`src/sbd_pkg.sv`:
```
// Shared types and constants for the screen block differ.
// Used by every module of the block but sbd_ram; depends on nothing else.
`timescale 1ns / 1ps
package sbd_pkg;
  localparam int BLK_LOG   = 4;
  localparam int BLK_SIZE  = 1 << BLK_LOG;
  localparam int COORD_W   = 11;
  localparam int DIM_W     = 12;
  localparam int MAP_W     = COORD_W - BLK_LOG;
  localparam int CNT_W     = MAP_W + 1;
  localparam int MAP_DEPTH = 1 << (2 * MAP_W);
  localparam int LB_DEPTH  = 1 << MAP_W;
  localparam logic [DIM_W-1:0] MAX_DIM = DIM_W'(2048);

  localparam logic [1:0] ST_RECT = 2'd0;
  localparam logic [1:0] ST_NONE = 2'd1;
  localparam logic [1:0] ST_BUSY = 2'd2;

  localparam logic [1:0] REG_WIDTH  = 2'd0;
  localparam logic [1:0] REG_HEIGHT = 2'd1;
  localparam logic [1:0] REG_MODE   = 2'd2;

  typedef struct packed {
    logic        action;
    logic [31:0] prev_pixel;
    logic [31:0] curr_pixel;
  } item_t;

  typedef struct packed {
    logic [1:0]         status;
    logic [COORD_W-1:0] rect_x;
    logic [COORD_W-1:0] rect_y;
    logic [DIM_W-1:0]   rect_w;
    logic [DIM_W-1:0]   rect_h;
  } result_t;

  typedef struct packed {
    logic             fetch;
    logic             incomplete;
    logic             diff;
    logic             first;
    logic             blk_end;
    logic             frame_end;
    logic [MAP_W-1:0] bx;
    logic [MAP_W-1:0] by;
  } op_t;

  typedef struct packed {
    logic [DIM_W-1:0] width;
    logic [DIM_W-1:0] height;
    logic             mode;
    logic             restart;
  } cfg_t;
endpackage

```
`src/sbd_front.sv`:
```
// Front end: accepts words, tracks the raster position and classifies each word.
// Depends on sbd_pkg.
`timescale 1ns / 1ps
module sbd_front (
  input  logic          clk,
  input  logic          rst,
  input  sbd_pkg::cfg_t cfg,
  input  logic          push,
  input  sbd_pkg::item_t item,
  input  logic          q_full,
  output logic          q_push,
  output sbd_pkg::op_t  op,
  output logic          full
);
  import sbd_pkg::*;

  logic [COORD_W-1:0] pixel_col, pixel_row, col_eff, row_eff;
  logic               frame_done;
  logic               col_last, row_last, diff;
  logic [31:0]        delta;

  assign full    = q_full;
  assign q_push  = push && !q_full;
  assign col_eff = frame_done ? '0 : pixel_col;
  assign row_eff = frame_done ? '0 : pixel_row;
  assign col_last = ({1'b0, col_eff} + DIM_W'(1)) >= cfg.width;
  assign row_last = ({1'b0, row_eff} + DIM_W'(1)) >= cfg.height;
  assign delta = item.prev_pixel ^ item.curr_pixel;
  assign diff  = cfg.mode ? (|delta) : (|delta[15:0]);

  always_comb begin
    op.fetch      = item.action;
    op.incomplete = !frame_done;
    op.diff       = diff;
    op.first      = (col_eff[BLK_LOG-1:0] == '0) && (row_eff[BLK_LOG-1:0] == '0);
    op.blk_end    = ((&col_eff[BLK_LOG-1:0]) || col_last) &&
                    ((&row_eff[BLK_LOG-1:0]) || row_last);
    op.frame_end  = col_last && row_last;
    op.bx         = col_eff[COORD_W-1:BLK_LOG];
    op.by         = row_eff[COORD_W-1:BLK_LOG];
  end

  always_ff @(posedge clk) begin
    if (rst || cfg.restart) begin
      pixel_col  <= '0;
      pixel_row  <= '0;
      frame_done <= 1'b0;
    end else if (q_push && !item.action) begin
      frame_done <= col_last && row_last;
      if (col_last) begin
        pixel_col <= '0;
        pixel_row <= row_last ? '0 : row_eff + COORD_W'(1);
      end else begin
        pixel_col <= col_eff + COORD_W'(1);
        pixel_row <= row_eff;
      end
    end
  end
endmodule

```
`config.mk`:
```
export PLATFORM = sky130hd
export DESIGN_NAME = sbd_front
export DESIGN_NICKNAME = d
export VERILOG_FILES = /design/src/sbd_pkg.sv /design/src/sbd_front.sv
export SDC_FILE = /design/constraint.sdc
export NUM_CORES = 1
export LEC_CHECK = 0
export BUFFER_PORTS_ARGS = -buffer_cell sky130_fd_sc_hd__buf_2
export CORE_MARGIN = 2
export CORE_UTILIZATION = 52
export CTS_CLUSTER_DIAMETER = 30
export DETAILED_ROUTE_END_ITERATION = 12
export GPL_TIMING_DRIVEN = 0
export HOLD_SLACK_MARGIN = 0.06
export PLACE_DENSITY_LB_ADDON = 0.05
export SYNTH_ARGS = -nofsm -noshare
export SYNTH_HDL_FRONTEND = slang
export SYNTH_SLANG_ARGS = --single-unit
export TNS_END_PERCENT = 20
```
`constraint.sdc`:
```
create_clock -name clk -period 7.6 [get_ports clk]
set_input_delay 1.52 -clock clk [delete_from_list [all_inputs] [get_ports clk]]
set_output_delay 1.52 -clock clk [all_outputs]
set_load 0.01 [all_outputs]
```
==> flow_summary.ini <==
[power]
power.share.switching_pct = 28.29
max-vdd-ir-drop_mv = 0.07920
powerDensity_mw_per_mm2 = 80.87
pwr-share-comb_pct = 25.4
power.leakage_nw = 1.699
post-layout-total-power_uw = 274.2
p_int_uw = 196.6
switchingPower_uw = 77.57
clkPwrFrac_pct = 30.1
seq_power_share_pct = 44.4

[detailed_routing]
post-route-drc-count = 0
detail_route.iter0.violations = 105
first_pass_iters = 4
totalWireLength_um = 7146
antenna_viol_nets_final = 0
routed_wire_length_per_instance_um = 12.90
viasPerCell = 5.316
via_count = 2945

[global_route]
first_global_vias = 2622
grt_antenna_before_repair = 0
grt.total_usage_pct = 24.83
first_pass_grt_wire_length_um = 11180
grt_overflow_total = 0
maximum_number_of_pins_on_one_net_before_global_route_repair = 13

[final_layout]
nNetsFinal = 608
post_route_cells_drive_above_1_share_pct = 30.79
layout_commonest_cell = sky130_fd_sc_hd__buf_2
mostFrequentLayoutCells = sky130_fd_sc_hd__buf_2 (117), sky130_fd_sc_hd__nand2_1 (39), sky130_fd_sc_hd__inv_1 (35)
diodes = 0
layout.cell_area.non_filler_mm2 = 0.003391
area_growth_syn_to_layout_pct = 26.64

[die]
floorplan.core_area_mm2 = 0.005042
floorplan.rows = 26
design.die.area_mm2 = 0.005739
die_width_um = 75.76
die_height_um = 75.76
ioPinCount = 117
start_util_pct = 53.10

[timing]
clock_skew_ns = 0.008355
layout_worst_path_cycle_share_pct = 77.73
grt_setup_unrepaired = false
setup_tns_final_ns = 0
final-max-slew-violation-count = 0
slew_headroom_pct = 59.17
setup_viol = 0
report.final.hold_viol_count = 0
fin_crit_ns = 5.908
fin_hold_ws_ns = 0.4553
maxClockFrequency_ghz = 0.1693
tightest_slew_ns = 0.6102

[cts]
cts.clk_slew.worst_paths_ns = 0.08
cts_resized = 0
tritoncts = built
insertion_delay_ns = 0.28
cts.path.max_buffers = 2
clk_root_buffer_cell = sky130_fd_sc_hd__clkbuf_8
cts_max_level = 1
tritoncts.num_buffers = 3
cts.sink_count = 23
cts_hold_repair.buffers = 0
cts_setup_buffers = 0

[synthesis]
yosysWarningCount = 0
syn-instance-count = 364
syn-cell-area_mm2 = 0.002678
synth-edff-count = 0
synth_top_area_share_pct = 17.20
synth_async_sr_flop_share_pct = 0
synth-seq-cells = 23
yosysTopAreaCell = sky130_fd_sc_hd__dfxtp_1
share_of_synthesized_area_occupied_by_flip_flops_and_latches_pct = 17.20
postSynth.topFlopCell = sky130_fd_sc_hd__dfxtp_1
yosys.cell_types.count = 52
post_synth.cell_area_avg_um2 = 7.356
synth_fp_nets = 487
synth_top_cells_by_area = sky130_fd_sc_hd__dfxtp_1 (17%), sky130_fd_sc_hd__ha_1 (13%), sky130_fd_sc_hd__xnor2_1 (7.2%)

[worst_setup_path]
timing.critical_path.slowest_cell_delay_ns = 0.36
worst_path_max_delay_cell = sky130_fd_sc_hd__nor3_1
crit_chain = buf_6 > clkbuf_8 > clkbuf_1 > nor2b_1 > ha_1 > nand4b_1 > nor3_1 > nand3_1 > xnor2_1 > ha_1 > a21oi_1 > nand2_1 > a211o_1 > a21oi_2 > clkbuf_8 > a22oi_1 > buf_2
critPathLaunchType = flip-flop
crit_required_ns = 6.08
critical_path_class = flip-flop to primary output
crit_path_end_kind = primary output
critical_path_peak_fanout = 10
critPathTopFamily = simple AND/OR/NAND/NOR gates
critical_path_buf_inv_count = 5
worst-endpoint-arrival_ns = 4.39

[placed_design]
globalplace.congestion = 0.9191
dpl_cell_area_mm2 = 0.003346
hpwl_dp_um = 5749
port-buffer-count = 116

[run]
maxCapViolCount = 0

[status]
result_of_the_run = complete, no violations

[hold_path]
min-delay-path-class = flip-flop to flip-flop
## final timing paths
path | from | to | depth (start not counted) | slack, ns
max | frame_done | op[15] | 17 | 1.69
min | pixel_col[8] | pixel_col[8] | 2 | 0.46
max reg2reg | frame_done | pixel_col[2] | 17 | 3.45
min reg2reg | pixel_col[8] | pixel_col[8] | 2 | 0.46
## final cells by class
type,count,area [µm²]
multi-input cells,288,1949
fillers,451,1652
well taps,70,87.58
plain buffers,18,136.4
inverters,35,131.4
clock buffers,4,45.04
repair buffers,116,580.6
flip-flops and latches,23,460.4
## cell families (layout without fill, tap and decap cells)
| logic type | Yosys count | count (layout) | share of synthesized area (%) |
|---|---|---|---|
| flops | 23 | 23 | 17.20 |
| buf+inv | 53 | 173 | 10.00 |
| xor+xnor | 44 | 44 | 14.39 |
| fa+ha+maj | 28 | 28 | 13.08 |
| simple gates | 148 | 148 | 28.46 |
| compound gates | 66 | 66 | 16.08 |
| mux | 2 | 2 | 0.7944 |
## power groups by stage
stage               clock, mW  sequential, mW  combinational (mW)
finish                 0.0827           0.122              0.0697
global placement            0           0.125              0.0682
floorplan                   0           0.125              0.0353
global route           0.0866           0.122              0.0793
CTS                    0.0820           0.122              0.0704
detailed placement          0           0.125              0.0697
## cell usage after synthesis (2+ instances only)
| cell type | instances |
|---|---|
| sky130_fd_sc_hd__a211oi_1 | 2 |
| sky130_fd_sc_hd__a21o_1 | 3 |
| sky130_fd_sc_hd__a21oi_1 | 24 |
| sky130_fd_sc_hd__a21oi_2 | 3 |
| sky130_fd_sc_hd__a31oi_1 | 2 |
| sky130_fd_sc_hd__a32o_1 | 3 |
| sky130_fd_sc_hd__and2_1 | 2 |
| sky130_fd_sc_hd__and2b_2 | 3 |
| sky130_fd_sc_hd__and3_1 | 2 |
| sky130_fd_sc_hd__and4_1 | 2 |
| sky130_fd_sc_hd__buf_4 | 4 |
| sky130_fd_sc_hd__clkbuf_1 | 7 |
| sky130_fd_sc_hd__clkbuf_8 | 4 |
| sky130_fd_sc_hd__dfxtp_1 | 23 |
| sky130_fd_sc_hd__ha_1 | 28 |
| sky130_fd_sc_hd__inv_1 | 35 |
| sky130_fd_sc_hd__nand2_1 | 39 |
| sky130_fd_sc_hd__nand2b_1 | 2 |
| sky130_fd_sc_hd__nand3_1 | 19 |
| sky130_fd_sc_hd__nand3b_1 | 2 |
| sky130_fd_sc_hd__nand4_1 | 12 |
| sky130_fd_sc_hd__nor2_1 | 30 |
| sky130_fd_sc_hd__nor2b_1 | 10 |
| sky130_fd_sc_hd__nor3_1 | 6 |
| sky130_fd_sc_hd__nor4_1 | 5 |
| sky130_fd_sc_hd__o211ai_1 | 2 |
| sky130_fd_sc_hd__o21a_1 | 2 |
| sky130_fd_sc_hd__o21ai_0 | 13 |
| sky130_fd_sc_hd__o2bb2ai_1 | 4 |
| sky130_fd_sc_hd__or2_2 | 6 |
| sky130_fd_sc_hd__or3_1 | 2 |
| sky130_fd_sc_hd__xnor2_1 | 22 |
| sky130_fd_sc_hd__xor2_1 | 22 |
## layer usage
metal / up-vias / GRT usage (%) / wire length (µm)
li1: 1490 / - / -
met1: 1328 / 30.67 / 3013
met2: 122 / 46.07 / 3470
met3: 5 / 2.778 / 614
met4: 0 / 5.068 / 48
met5: - / 0 / 0
## worst reg2reg max path: cells and delay by family, from the launching register on
kind / cells / cell delay [ns]
XOR/XNOR: 1 / 0.29
AND/OR/NAND/NOR: 6 / 1.12
adder cells (fa/ha/maj): 2 / 0.54
buffers and inverters: 4 / 0.84
AO/OA/AOI/OAI: 4 / 0.98
flip-flops: 1 / 0.31
## stage by stage
stage | cells | util (%) | setup slack, ns
6_report | 554 | 67.25 | 1.692
5_1_grt | 554 | 67.25 | 1.408
4_1_cts | 554 | 67.25 | 1.750
3_5_place_dp | 550 | 66.35 | 2.064
3_3_place_gp | 550 | 66.35 | 2.074
2_1_floorplan | 364 | - | 2.838
## flip-flops by register name, summed over array words and instances, names as in the netlist
| name | flops |
|---|---|
| frame_done | 1 |
| pixel_row | 11 |
| pixel_col | 11 |
Power figures use the tool's default switching activity.
