$ cat config.mk
export PLATFORM = sky130hd
export DESIGN_NAME = sbd_opq
export DESIGN_NICKNAME = d
export VERILOG_FILES = /design/src/sbd_pkg.sv /design/src/sbd_opq.sv
export SDC_FILE = /design/constraint.sdc
export NUM_CORES = 1
export LEC_CHECK = 0
export ABC_AREA = 1
export BUFFER_PORTS_ARGS = -buffer_cell sky130_fd_sc_hd__buf_2
export CAP_MARGIN = 15
export CORE_MARGIN = 3
export CORE_UTILIZATION = 51
export DETAILED_ROUTE_END_ITERATION = 6
export PLACE_DENSITY_LB_ADDON = 0.08
export SETUP_SLACK_MARGIN = 0.1
export SLEW_MARGIN = 5
export SYNTH_ARGS = -nofsm -noshare
export SYNTH_HDL_FRONTEND = slang
export SYNTH_SLANG_ARGS = --single-unit
$ cat constraint.sdc
create_clock -name clk -period 2.2 [get_ports clk]
set_input_delay 0.55 -clock clk [delete_from_list [all_inputs] [get_ports clk]]
set_output_delay 0.55 -clock clk [all_outputs]
set_load 0.03 [all_outputs]
$ cat src/sbd_pkg.sv
// Shared types and constants for the screen block differ.
// Used by every module of the block but sbd_ram; depends on nothing else.
`timescale 1ns / 1ps
package sbd_pkg;
  localparam int BLK_LOG   = 4;
  localparam int BLK_SIZE  = 1 << BLK_LOG;
  localparam int COORD_W   = 11;
  localparam int DIM_W     = 12;
  localparam int MAP_W     = COORD_W - BLK_LOG;
  localparam int CNT_W     = MAP_W + 1;
  localparam int MAP_DEPTH = 1 << (2 * MAP_W);
  localparam int LB_DEPTH  = 1 << MAP_W;
  localparam logic [DIM_W-1:0] MAX_DIM = DIM_W'(2048);

  localparam logic [1:0] ST_RECT = 2'd0;
  localparam logic [1:0] ST_NONE = 2'd1;
  localparam logic [1:0] ST_BUSY = 2'd2;

  localparam logic [1:0] REG_WIDTH  = 2'd0;
  localparam logic [1:0] REG_HEIGHT = 2'd1;
  localparam logic [1:0] REG_MODE   = 2'd2;

  typedef struct packed {
    logic        action;
    logic [31:0] prev_pixel;
    logic [31:0] curr_pixel;
  } item_t;

  typedef struct packed {
    logic [1:0]         status;
    logic [COORD_W-1:0] rect_x;
    logic [COORD_W-1:0] rect_y;
    logic [DIM_W-1:0]   rect_w;
    logic [DIM_W-1:0]   rect_h;
  } result_t;

  typedef struct packed {
    logic             fetch;
    logic             incomplete;
    logic             diff;
    logic             first;
    logic             blk_end;
    logic             frame_end;
    logic [MAP_W-1:0] bx;
    logic [MAP_W-1:0] by;
  } op_t;

  typedef struct packed {
    logic [DIM_W-1:0] width;
    logic [DIM_W-1:0] height;
    logic             mode;
    logic             restart;
  } cfg_t;
endpackage

$ cat src/sbd_opq.sv
// Two-entry queue of classified words between the front and back ends.
// Depends on sbd_pkg.
`timescale 1ns / 1ps
module sbd_opq (
  input  logic         clk,
  input  logic         rst,
  input  logic         wr,
  input  sbd_pkg::op_t wdata,
  output logic         full,
  input  logic         rd,
  output sbd_pkg::op_t rdata,
  output logic         empty
);
  import sbd_pkg::*;

  op_t        slots [2];
  logic       wptr, rptr;
  logic [1:0] count;

  assign full  = count == 2'd2;
  assign empty = count == 2'd0;
  assign rdata = slots[rptr];

  always_ff @(posedge clk) begin
    if (wr) begin
      slots[wptr] <= wdata;
    end
    if (rst) begin
      wptr  <= 1'b0;
      rptr  <= 1'b0;
      count <= '0;
    end else begin
      if (wr) wptr <= !wptr;
      if (rd) rptr <= !rptr;
      count <= count + 2'(wr) - 2'(rd);
    end
  end
endmodule

==> impl_metrics.yaml, run 1 <==
status:
  status: "completed"
logic_synthesis:
  synth_nets: 119
  synth.avg_cell_area_um2: 18.8
  syn_inst: 93
  seq_area_frac_synth: 0.744
  ys_ff_latch: 45
  ys_types: 12
  synth_warnings: 0
  synth_area_um2: 1750
sta:
  rsz0062_at_grt: "false"
  slew_violations: 0
  holdWs_ns: 0.381
  tns_ns: 0
  finalCritPeriodShare: 0.907
  setup_viol: 0
  period_minus_slack_ns: 2.00
  slew_headroom: 0.827
  hold_viol_final: 0
  fin_ws_ns: 0.205
  worstMarginPinSlew_ns: 0.260
  skew_ns: 0.0109
  fmax_mhz: 501
global_routing:
  grt-ovfl-total: 0
  antenna_found_initial: 0
  grt_max_degree: 21
  track_usage: 0.139
  grt_pass1_wl_um: 4160
  grt_pass1_vias: 894
critical_path:
  crit_slowest_cell: "dfxtp_1"
  cp_max_fo: 20
  rr_startpoint: "count[0]"
  crit_chain: "buf_6 > mux2_4 > buf_2"
  cp.required_ns: 1.65
  cpPeakStageDelay_ns: 0.34
  start_kind: "flip-flop"
  critical_path_class: "flip-flop to output pin"
  cp.arrival_ns: 1.45
  worstSetupEndpointType: "output pin"
die:
  chipHeight_um: 64.5
  fp.dieArea_um2: 4170
  io_pins: 46
  rows: 20
  dieWidth_um: 64.5
  core_um2: 3150
  start_util: 0.554
layout:
  stdcell_count: 193
  diodes: 0
  layout-drive-gt1-share: 0.517
  area_delta_synth_final_pct: 21.5
  nets: 174
route:
  detail_route.drc_violations: 0
  totalWireLength_um: 2550
  ant_nets: 0
  vias_per_cell: 4.68
  vias: 903
  firstDrtPassIters: 3
  drt_iter0_markers: 32
  wire_per_inst_um: 13.2
power:
  power.switching_mw: 0.436
  cellPowerDensity_nw_per_um2: 841
  p_int_mw: 1.35
  switching_share: 0.244
  irDropWorstVdd_mv: 0.418
  p_leak_nw: 0.898
  seq_power_share: 0.560
  power_mw: 1.79
  pwr-share-comb: 0.177
  clock_power_share: 0.263
placed_design:
  placed_cells: 185
  finalWeightedCongestion: 0.682
  post-place-ws_ns: 0.486
  io_buffers: 45
  hpwl_um: 1790
clock_tree:
  h-tree-depth: 2
  clock_latency_ns: 0.35
  ctsHoldBuffers: 0
  cts_root_buffer: "clkbuf_4"
  clk_pin_slew_worst_paths_ns: 0.12
  cts_max_path_buffers: 2
  clock-sinks: 45
  cts_tree: "done"
  cts_buffers: 5
hold_path:
  min_path_type: "primary input to flip-flop"
  min_from: "wdata[2]"
run:
  maxCapViolations: 0
-- what timing repair did --
action / in CTS / in global routing
setup endpoints to repair: 6 / 0
resized for setup: 1 / 0
buffers inserted: 0 / 0
-- worst max-delay path, delay by kind of cell (launching register included) --
kind / cells / cell delay, ns
buffers and inverters: 2 / 0.44
DFF: 1 / 0.34
muxes: 1 / 0.33
-- power groups by stage --
stage	Sequential (mW)	Combinational (mW)	Clock, mW
2_1_floorplan	1.02	0.233	0
3_3_place_gp	1.02	0.312	0
3_5_place_dp	1.02	0.320	0
4_1_cts	1.00	0.323	0.492
5_1_grt	1.01	0.343	0.534
6_report	1.00	0.317	0.470
-- final timing paths --
| path | end | slack (ns) | cells after the start |
|---|---|---|---|
| worst max-delay path | rdata[17] | 0.20 | 3 |
| worst min-delay path | slots[1][2] | 0.38 | 1 |
| worst max register to register | count[1] | 1.03 | 6 |
| worst min register to register | rptr | 0.54 | 2 |
-- registers in the layout, summed over array words and instances (netlist names), named ones only --
| signal | count |
|---|---|
| slots | 40 |
| rptr | 1 |
| count | 2 |
| wptr | 1 |
-- kinds of logic after synthesis --
kind of cell	count (synthesis)	share of synthesized area
xor gates and xnor gates	1	0.00501
muxes	20	0.172
AOI/OAI and AO/OA	1	0.00286
DFF	45	0.744
and+or+nand+nor	14	0.0315
buffers and inverters	10	0.0301
adders and majority gates	2	0.0143
-- cells in the final DEF (no fill, tap or decap), drive strengths merged --
cell	synthesis	routed
buf	2	50
edfxtp	40	40
mux2	20	20
inv	8	8
nor2	8	8
clkbuf	0	6
dfxtp	5	5
nand2	4	4
ha	2	2
xnor2	1	1
nor3	1	1
a21oi	1	1
nand3	1	1
bufinv	0	1
clkinv	0	1
-- through the flow --
step,instance area [um2],util
floorplan,1750,-
global placement,2050,0.649
detailed placement,2050,0.649
CTS,2120,0.674
global route,2120,0.674
finish,2120,0.674
-- synth_stat cells --
master,count,share of area
nor2_1,8,0.017
nand2_1,4,0.0086
dfxtp_1,5,0.057
a21oi_1,1,0.0029
xnor2_1,1,0.0050
inv_1,8,0.017
nor3_1,1,0.0029
buf_6,2,0.013
ha_1,2,0.014
edfxtp_1,40,0.69
nand3_1,1,0.0029
mux2_4,20,0.17
-- layer usage --
layer / GRT usage / up-vias / part of all wire
met5: 0 / - / 0
met4: 0.0712 / 0 / 0.021
met3: 0.0485 / 6 / 0.067
met2: 0.231 / 31 / 0.52
met1: 0.159 / 417 / 0.39
li1: - / 449 / -
-- layout make-up --
class | instances | area [um2]
clock inverter | 2 | 33.8
tap | 44 | 55.1
multi-input combinational | 38 | 397
fill | 254 | 1030
clock buffer | 6 | 41.3
sequential | 45 | 1300
timing repair buffer | 50 | 267
inverter | 8 | 30.0
No activity file was read; power rests on OpenSTA's default activity.
==> run 2: changes to the inputs <==
--- a/config.mk
+++ b/config.mk
@@ -6,7 +6,7 @@
 export NUM_CORES = 1
 export LEC_CHECK = 0
 export ABC_AREA = 1
-export BUFFER_PORTS_ARGS = -buffer_cell sky130_fd_sc_hd__buf_2
+export BUFFER_PORTS_ARGS = -buffer_cell sky130_fd_sc_hd__buf_4
 export CAP_MARGIN = 15
 export CORE_MARGIN = 3
 export CORE_UTILIZATION = 51
==> run 2 against run 1 <==
  * Worst hold slack improved by 0.0096 ns
  * Sequential power barely moved
  * Routed wire length fell by 3.3%
  * Worst setup slack gained 0.021 ns
  * Critical path depth unchanged
==> impl_metrics.yaml, run 2 (synthesized netlist as in run 1, its figures left out) <==
status:
  status: "completed"
clock_tree:
  clock_latency_ns: 0.33
  clock-sinks: 45
  cts_max_path_buffers: 2
  cts_root_buffer: "clkbuf_4"
  cts_tree: "done"
  cts_buffers: 5
  clk_pin_slew_worst_paths_ns: 0.11
  cts_setup_buffers: 0
  h-tree-depth: 2
critical_path:
  rr_startpoint: "count[0]"
  cp.arrival_ns: 1.42
  critical_path_class: "flip-flop to output pin"
  start_kind: "flip-flop"
  reg2reg_depth: 7
  ff2ff_setup_slack_ns: 1.03
  timing.rr.end: "count[1]"
  cp_max_fo: 20
  worstSetupEndpointType: "output pin"
  cp.required_ns: 1.65
die:
  core_um2: 3150
  fp.dieArea_um2: 4170
  rows: 20
  dieWidth_um: 64.5
  io_pins: 46
  start_util: 0.554
  chipHeight_um: 64.5
route:
  vias: 913
  totalWireLength_um: 2470
  vias_per_cell: 4.73
  drt_iter0_markers: 27
  firstDrtPassIters: 4
  ant_nets: 0
  wire_per_inst_um: 12.8
  detail_route.drc_violations: 0
sta:
  period_minus_slack_ns: 1.97
  holdWs_ns: 0.390
  setup_viol: 0
  fmax_mhz: 506
  fin_ws_ns: 0.225
  hold_viol_final: 0
  worstMarginPinSlew_ns: 0.222
  skew_ns: 0.00529
  tns_ns: 0
  rsz0062_at_grt: "false"
  finalCritPeriodShare: 0.898
  slew_violations: 0
  slew_headroom: 0.852
layout:
  layout_commonest_cell: "buf_4"
  layout-drive-gt1-share: 0.510
  top_register: "slots"
  top_regs: "slots x40, count x2"
  stdcell_count: 193
  fill_cells: 234
  layout_common_cells: "49 x buf_4, 40 x edfxtp_1, 20 x mux2_4, 8 x inv_1, 7 x nor2_1"
  area_delta_synth_final_pct: 26.7
  largest_register_ffs: 40
  nets: 174
  stdcell_area_um2: 2210
  diodes: 0
hold_path:
  min_from: "wdata[13]"
  min_to: "slots[1][13]"
  min_path_type: "primary input to flip-flop"
  whs_path_depth: 1
power:
  cellPowerDensity_nw_per_um2: 769
  p_leak_nw: 0.925
  irDropWorstVdd_mv: 0.526
placed_design:
  hpwl_um: 1820
  finalWeightedCongestion: 0.667
  post-place-ws_ns: 0.492
  io_buffers: 45
  placed_cell_area_um2: 2160
  placed_cells: 185
global_routing:
  grt_pass1_vias: 920
  track_usage: 0.135
  grt_pass1_wl_um: 4150
  grt_max_degree: 21
  antenna_found_initial: 0
  grt-ovfl-total: 0
run:
  maxCapViolations: 0
==> run 2: area by class of cell <==
class	instances	area (um2)	share of cell area
multi-input combinational	38	397	0.179
inverter	8	30.0	0.0136
sequential	45	1300	0.588
clock buffer	8	48.8	0.0220
timing repair buffer	50	383	0.173
tap	44	55.1	0.0249
==> run 2: worst max path at each step <==
stage | start | slack (ns) | to | depth (start not counted)
after floorplan | wr | 0.36 | slots[0][0] | 2
after global placement | flip-flop | 0.51 | rdata[0] | 3
after detailed placement | flip-flop | 0.49 | rdata[17] | 3
after CTS | flip-flop | 0.17 | rdata[17] | 3
after global routing | flip-flop | 0.12 | rdata[17] | 3
final | flip-flop | 0.23 | rdata[17] | 3
==> run 2: where the power goes <==
part / internal [mW] / switching (mW)
clock: 0.128 / 0.220
combinational: 0.168 / 0.188
sequential: 0.984 / 0.0163
==> run 2: repair_timing <==
| action | 4_1_cts | 5_1_grt |
|---|---|---|
| hold buffers | 0 | 0 |
| resized for setup | 1 | 1 |
| pin swaps | 0 | 0 |
| setup endpoints to repair | 2 | 1 |
==> run 2: critical path, cell delays in order, from the launching register on <==
cell and delay, ns:
dfxtp_1 0.36, buf_8 0.24, mux2_4 0.33, buf_4 0.17
==> run 2: stage by stage <==
step | power, mW | utilization
5_1_grt | 1.79 | 0.702
2_1_floorplan | 1.25 | -
4_1_cts | 1.73 | 0.701
3_5_place_dp | 1.38 | 0.685
3_3_place_gp | 1.37 | 0.685
6_report | 1.70 | 0.702
==> run 2: metal layers <==
metal,vias to the layer above,share of wire,global-route usage
li1,448,-,-
met1,428,0.40,0.144
met2,32,0.51,0.233
met3,5,0.071,0.0572
met4,0,0.017,0.0554
met5,-,0,0
